$ cat config.mk
export PLATFORM = sky130hd
export DESIGN_NAME = dw2d_mac
export DESIGN_NICKNAME = d
export VERILOG_FILES = /design/src/hw/rtl/assert_macros.svh /design/src/hw/rtl/dw2d_pkg.sv /design/src/hw/rtl/dw2d_mac.sv
export SDC_FILE = /design/constraint.sdc
export NUM_CORES = 1
export LEC_CHECK = 0
export ABC_CLOCK_PERIOD_IN_PS = 5270
export BUFFER_PORTS_ARGS = -buffer_cell sky130_fd_sc_hd__buf_2
export CORE_UTILIZATION = 46
export CTS_CLUSTER_DIAMETER = 80
export DETAILED_ROUTE_END_ITERATION = 6
export PLACE_DENSITY = 0.7
export SYNTH_ARGS = -nofsm -noshare
export SYNTH_HDL_FRONTEND = slang
export SYNTH_SLANG_ARGS = --single-unit
export TNS_END_PERCENT = 100
$ cat constraint.sdc
create_clock -name clk -period 5.27 [get_ports clk]
set_input_delay 0.2635 -clock clk [delete_from_list [all_inputs] [get_ports clk]]
set_output_delay 0.2635 -clock clk [all_outputs]
set_load 0.02 [all_outputs]
$ cat src/hw/rtl/assert_macros.svh
// Assertion helpers for the RTL; used by depthwise_2d_convolution.sv.
// Each macro expects clk and rst_n in scope.
`ifndef ASSERT_MACROS_SVH
`define ASSERT_MACROS_SVH

// Same-cycle implication.
`define DW2D_ASSERT_IMPL(lbl, ante, cons) \
  lbl: assert property (@(posedge clk) disable iff (!rst_n) (ante) |-> (cons)) \
    else $error("assertion failed");

// Next-cycle implication.
`define DW2D_ASSERT_NEXT(lbl, ante, cons) \
  lbl: assert property (@(posedge clk) disable iff (!rst_n) (ante) |=> (cons)) \
    else $error("assertion failed");

`endif

$ cat src/hw/rtl/dw2d_pkg.sv
package dw2d_pkg;

  localparam int KIND_W    = 2;
  localparam int VALUE_W   = 8;
  localparam int PIX_OUT_W = 8;

  typedef enum logic [KIND_W-1:0] {
    KIND_PIXEL  = 2'd0,
    KIND_WEIGHT = 2'd1,
    KIND_FETCH  = 2'd2
  } kind_t;

  typedef enum logic [1:0] {
    ST_IDLE  = 2'd0,
    ST_ISSUE = 2'd1,
    ST_DRAIN = 2'd2,
    ST_OUT   = 2'd3
  } state_t;

  // Control that travels with one tap into the multiply-accumulate stage.
  typedef struct packed {
    logic tap;
    logic in_range;
    logic clear;
  } mac_ctl_t;

endpackage

$ cat src/hw/rtl/dw2d_mac.sv
module dw2d_mac #(
  parameter int PIXEL_WIDTH = 8
) (
  input  logic                   clk,
  input  logic                   rst_n,
  input  logic [PIXEL_WIDTH-1:0] pix,
  input  logic [PIXEL_WIDTH-1:0] wt,
  input  dw2d_pkg::mac_ctl_t     ctl,
  output logic [PIXEL_WIDTH-1:0] acc,
  output logic                   busy
);

  logic [2*PIXEL_WIDTH-1:0] full_prod;
  logic [PIXEL_WIDTH-1:0]   prod_r;
  logic [PIXEL_WIDTH-1:0]   prod_nxt;
  logic                     p2_r;
  logic [PIXEL_WIDTH-1:0]   acc_r;

  assign full_prod = pix * wt;
  // Zero padding: a tap outside the image adds nothing.
  assign prod_nxt  = ctl.in_range ? full_prod[PIXEL_WIDTH-1:0] : '0;

  always_ff @(posedge clk) begin
    if (!rst_n) begin
      p2_r <= 1'b0;
    end else begin
      p2_r <= ctl.tap;
    end
  end

  always_ff @(posedge clk) begin
    prod_r <= prod_nxt;
    if (ctl.clear) begin
      acc_r <= '0;
    end else if (p2_r) begin
      acc_r <= acc_r + prod_r;
    end
  end

  assign acc  = acc_r;
  assign busy = p2_r;

endmodule

==> results.txt, run 1 <==
Slew @ Worst Pin -> 0.424 ns
Row count -> 21
First-pass GRT wire length -> 5.42 mm
Cells after synthesis -> 192
Initial Util -> 0.496
Synthesized flop and latch total -> 17
Fin area -> 1960 sq um
Layout area overhead -> 13.8%
Crit path launch -> pix[1]
Crit. End Element -> flip-flop
Flop-to-flop setup slack -> 3.30 ns
Fmax -> 0.278 GHz
CP startpoint kind -> input pin
Critical path type -> input pin to flip-flop
I/O pin count -> 30
Worst reg-to-reg path cell count -> 6
PwrDens -> 254 nW/um^2
Worst-path clk slew -> 0.07 ns
Tot Pwr -> 0.496 mW
Final period util -> 0.682
Tmin final -> 3.59 ns
Worst reg2reg endpoint -> acc[7]
Worst min path class -> input pin to flip-flop
Fill cell count -> 328
CP max stage cell -> fa_1
Via density -> 4.88
GRT Resource Usage Total -> 0.169
Die width -> 63.2 um
Setup bufs post-CTS -> 0
CP Max Fanout -> 7
WP data arrival -> 3.74 ns
Hold Path End -> busy
DRT iter0 DRCs -> 38
# diodes -> 0
Leakage -> 0.994 nW
Crit-path cells -> buf_2 > and2_1 > fa_1 > inv_1 > fa_1 > fa_1 > fa_1 > inv_1 > ha_1 > a21oi_1 > xnor3_1 > xnor3_1 > and2_1
GPL Wtd Cong -> 0.759
Vias in the first global route -> 1318
Clock latency on the worst-skew pair -> 0.25 ns
Routed Antenna Nets -> 0
Storage element area -> 340 sq um
GRT overflow -> 0
HPWL Detailed -> 2.55 mm
Yosys warns -> 0
Finished Layout Cells -> 269
Drt drc -> 0
Setup TNS -> 0 ns
Syn_nets -> 249
CTS tree -> built
CP Data Required Time -> 5.41 ns
H-tree Lvls -> 1
Routed vias -> 1312
Maxcap violations -> 0
VDD IR max -> 0.0981 mV
Final hold vios -> 0
Die height -> 63.2 um
Post-synth cell types -> 33
Slew headroom -> 0.717
Port bufs -> 29
Antenna violations before repair -> 0
Sequential-to-total area share from yosys stat -> 0.198
Status -> complete, no violations
Hold_buf cts -> 0
Unrepaired setup endpoints after global routing -> false
Syn Std Cell Area -> 1720 sq um
Reg2Reg Launch Point -> acc[1]
Largest net degree at the start of global routing -> 15
Area of the die -> 3990 sq um
Syn Area/Cell -> 8.96 sq um
Most frequent cell on the critical path -> fa_1
Crit path largest cell delay -> 0.54 ns
Setup Skew -> 0.000939 ns
Pre-CTS WS -> 1.40 ns
CTS resizes -> 0
Area of the multi-input gates -> 1270 sq um
Final #Nets -> 281
Share of layout cells above drive strength 1 -> 0.188
Number of clock sinks -> 17
Slew Limit Fails -> 0
CTS Buf Count -> 3
Drt pass-1 iters -> 4
Min-delay src -> ctl[2]
Post-DP Area -> 1910 sq um
Final setup fails -> 0
Drt total wl -> 3.05 mm
WL/cell -> 11.3 um
Placed cell count -> 265
Hold depth -> 2
Core area -> 3470 sq um
Max Root-Sink Buffers -> 2
Final worst slack -> 1.68 ns
Clock Tree Root -> clkbuf_8
-- layout by cell type, fill, tap and decap left out, types with 5 or more instances in the layout --
cell / synthesis / layout
buf_2: 0 / 29
inv_1: 26 / 26
nand2_1: 23 / 23
ha_1: 23 / 23
and2_1: 21 / 21
dfxtp_1: 17 / 17
fa_1: 13 / 13
xnor2_1: 9 / 9
nor2_1: 7 / 7
a21oi_1: 5 / 5
-- logic make-up after synthesis --
group,share of synthesized area
AND/OR/NAND/NOR,0.215
adder cells (fa/ha/maj),0.319
buffers and inverters,0.0633
AO/OA/AOI/OAI,0.0785
flip-flops,0.198
XOR/XNOR,0.0967
multiplexers,0.0298
-- power breakdown --
group          total (mW)  switching (mW)  internal, mW  leakage [nW]
sequential          0.159         0.00986         0.150         0.140
combinational       0.241           0.117         0.125         0.829
clock              0.0956          0.0432        0.0523        0.0255
total               0.496           0.170         0.327         0.994
-- flip-flops by register name, indices dropped and copies added (netlist names) --
register	count
acc	8
busy	1
prod_r	8
-- area by class of cell --
| cell class | count | area share |
|---|---|---|
| timing repair buffer | 29 | 0.0741 |
| multi-input combinational | 147 | 0.649 |
| sequential | 17 | 0.174 |
| inverter | 26 | 0.0498 |
| tap | 46 | 0.0294 |
| clock buffer | 3 | 0.0211 |
| clock inverter | 1 | 0.00256 |
-- metal layers --
layer  GRT usage  up-vias  routed length (um)
met5           0        -                   0
met4      0.0640        0                  29
met3     0.00906        4                  47
met2       0.308       25                1530
met1       0.207      603                1440
li1            -      680                   -
-- per-stage QoR --
step,hold slack (ns),util
floorplan,0.385,-
global placement,0.465,0.551
detailed placement,0.471,0.551
CTS,0.208,0.565
global route,0.243,0.565
finish,0.215,0.565
-- worst max-delay path by stage --
stage / depth (start not counted) / slack (ns) / endpoint
6_report: 13 / 1.68 / prod_r[7]
5_1_grt: 14 / 1.50 / prod_r[7]
4_1_cts: 14 / 1.65 / prod_r[7]
3_5_place_dp: 14 / 1.40 / prod_r[7]
3_3_place_gp: 13 / 1.44 / prod_r[7]
2_1_floorplan: 12 / 1.68 / prod_r[7]
-- synth_stat cells --
master,count,area [sq um]
dfxtp_1,17,340
inv_1,26,97.6
nor2_1,7,26.3
and2_1,21,131
a21o_1,2,15.0
o21bai_1,1,7.51
a21boi_0,1,7.51
o31ai_1,1,7.51
a211oi_1,1,7.51
xnor2_2,1,16.3
nand2b_1,2,12.5
xor2_1,3,26.3
fa_1,13,260
ha_1,23,288
a31oi_1,2,12.5
a21oi_1,5,25.0
mux2i_1,4,40.0
xnor3_1,2,45.0
mux2_2,1,11.3
or4b_2,1,10.0
o211ai_1,4,30.0
and2_2,4,30.0
nand2_2,1,6.26
o21a_1,1,7.51
nand2_1,23,86.3
nor3_1,4,20.0
o21ai_0,3,15.0
clkbuf_1,1,3.75
and3_2,1,7.51
nor3b_1,2,15.0
nor2b_1,4,25.0
xnor2_1,9,78.8
buf_4,1,7.51
-- critical path: cells and delay by family --
kind                     cells  cell delay, ns
AND/OR/NAND/NOR              2            0.32
adder cells (fa/ha/maj)      5            2.13
XOR/XNOR                     2            0.58
AO/OA/AOI/OAI                1            0.16
buffers and inverters        3            0.27
Power figures use the tool's default switching activity.
==> run 2, diff against run 1 <==
--- a/config.mk
+++ b/config.mk
@@ -5,7 +5,7 @@
 export SDC_FILE = /design/constraint.sdc
 export NUM_CORES = 1
 export LEC_CHECK = 0
-export ABC_CLOCK_PERIOD_IN_PS = 5270
+export ABC_CLOCK_PERIOD_IN_PS = 3400
 export BUFFER_PORTS_ARGS = -buffer_cell sky130_fd_sc_hd__buf_2
 export CORE_UTILIZATION = 46
 export CTS_CLUSTER_DIAMETER = 80
==> constraint.sdc (replaced) <==
create_clock -name clk -period 3.4 [get_ports clk]
set_input_delay 0.17 -clock clk [delete_from_list [all_inputs] [get_ports clk]]
set_output_delay 0.17 -clock clk [all_outputs]
set_load 0.02 [all_outputs]
==> run 2 against run 1 <==
Compared with the run above: combinational power grew 88%; die area unchanged; utilization grew 4.7 points; via count rose by 4.1%; critical endpoint unchanged; critical path depth unchanged; count of clock-buffer cells in the layout stayed put; total power up 72%; wire length up 7.6%; sequential power grew 56%; non-clock buffer count increased by 14; sequential share of layout area decreased by 1.3 points; highest routed layer unchanged.
==> results.txt, run 2 (synthesis gave the netlist of run 1 again) <==
CTS Buf Count -> 3
Sw frac -> 0.343
Row count -> 21
Final core occ -> 0.612
Fmax -> 0.317 GHz
Leakage -> 1.06 nW
Clock latency on the worst-skew pair -> 0.26 ns
Fin area -> 2120 sq um
Hold_buf cts -> 0
DRT iter0 DRCs -> 53
# diodes -> 0
Clk pwr share -> 0.179
Max Root-Sink Buffers -> 2
Slew Limit Fails -> 0
Slew headroom -> 0.725
WHS -> 0.107 ns
Via density -> 4.83
Fill cell count -> 326
PwrDens -> 403 nW/um^2
Final setup fails -> 0
Internal -> 0.561 mW
CP Max Fanout -> 4
Final hold vios -> 0
HPWL Detailed -> 2.77 mm
Routed Antenna Nets -> 0
H-tree Lvls -> 1
First-pass GRT wire length -> 5.72 mm
Drt pass-1 iters -> 4
Final worst slack -> 0.246 ns
Maxcap violations -> 0
Critical path type -> input pin to flip-flop
Worst-path clk slew -> 0.07 ns
Layout area overhead -> 23.3%
Vias in the first global route -> 1383
Setup TNS -> 0 ns
Largest net degree at the start of global routing -> 15
Port bufs -> 29
Combinational power share -> 0.531
Post-DP Area -> 2050 sq um
Flop-to-flop setup slack -> 1.46 ns
Drt total wl -> 3.28 mm
Tmin final -> 3.15 ns
CTS tree -> built
Antenna violations before repair -> 0
Finished Layout Cells -> 283
Core area -> 3470 sq um
WP data arrival -> 3.31 ns
Placed cell count -> 279
Area of the multi-input gates -> 1330 sq um
Sw Pwr -> 0.293 mW
Die height -> 63.2 um
Clock Tree Root -> clkbuf_8
I/O pin count -> 30
Slew @ Worst Pin -> 0.413 ns
Setup Skew -> 0.000652 ns
Storage element area -> 340 sq um
Unrepaired setup endpoints after global routing -> false
Area of the die -> 3990 sq um
GRT overflow -> 0
Status -> complete, no violations
Crit. End Element -> flip-flop
Number of clock sinks -> 17
Worst min path class -> input pin to flip-flop
CP Data Required Time -> 3.56 ns
Die width -> 63.2 um
Share of layout cells above drive strength 1 -> 0.300
Most common cell after layout, fill and taps aside -> buf_2
VDD IR max -> 0.161 mV
GRT Resource Usage Total -> 0.182
CP startpoint kind -> input pin
Seq pwr share -> 0.290
GPL Wtd Cong -> 0.773
Tot Pwr -> 0.854 mW
Routed vias -> 1366
Final period util -> 0.928
Drt drc -> 0
Initial Util -> 0.496
Final #Nets -> 295
Pre-CTS WS -> -0.259 ns
Most frequent cells in the layout -> buf_2, inv_1, ha_1, nand2_1, and2_1
WL/cell -> 11.6 um
## run 2: changes by cell type in the layout (fill, tap and decap cells not counted), moves of 3 or more
cell / delta
fa_1: -4
nand2_2: +3
nand2_1: -3
and2_1: -3
and2_4: +3
fa_2: +4
buf_4: +16
## run 2: power groups by stage
stage	clock network, mW	logic (mW)	registers (mW)
final	0.153	0.454	0.248
after global placement	0	0.420	0.252
after global routing	0.166	0.517	0.251
after detailed placement	0	0.439	0.253
after floorplan	0	0.314	0.260
after CTS	0.158	0.439	0.248
## run 2: metal layers
| layer | track usage | part of all wire | up-vias |
|---|---|---|---|
| li1 | - | - | 708 |
| met5 | 0 | 0 | - |
| met1 | 0.210 | 0.43 | 622 |
| met2 | 0.327 | 0.52 | 29 |
| met3 | 0.00906 | 0.018 | 7 |
| met4 | 0.110 | 0.028 | 0 |
## run 2: worst max-delay path, cell delays in order
cell	delay, ns
buf_2	0.13
and2_4	0.16
fa_2	0.38
inv_2	0.06
fa_1	0.43
fa_1	0.47
fa_1	0.53
inv_2	0.05
ha_4	0.23
a21oi_2	0.14
xnor3_1	0.23
xnor3_1	0.18
and2_4	0.16
## run 2: path summary, 6_finish.rpt
path	from	end	depth (start not counted)
setup / recovery	wt[4]	prod_r[7]	13
hold / removal	ctl[2]	busy	2
setup reg to reg	acc[0]	acc[6]	8
hold reg to reg	acc[5]	acc[5]	2
## run 2: final cells by class
class                   instances  area share
multi-input cells             147       0.624
well taps                      46      0.0271
flip-flops and latches         17       0.160
clock buffers                   3      0.0195
inverters                      26      0.0460
clock inverters                 1     0.00236
repair buffers                 43       0.120
## run 2: repair_timing
item	CTS	global route
endpoints found under the setup margin	0	1
gates resized for setup	0	15
buffers inserted	0	0
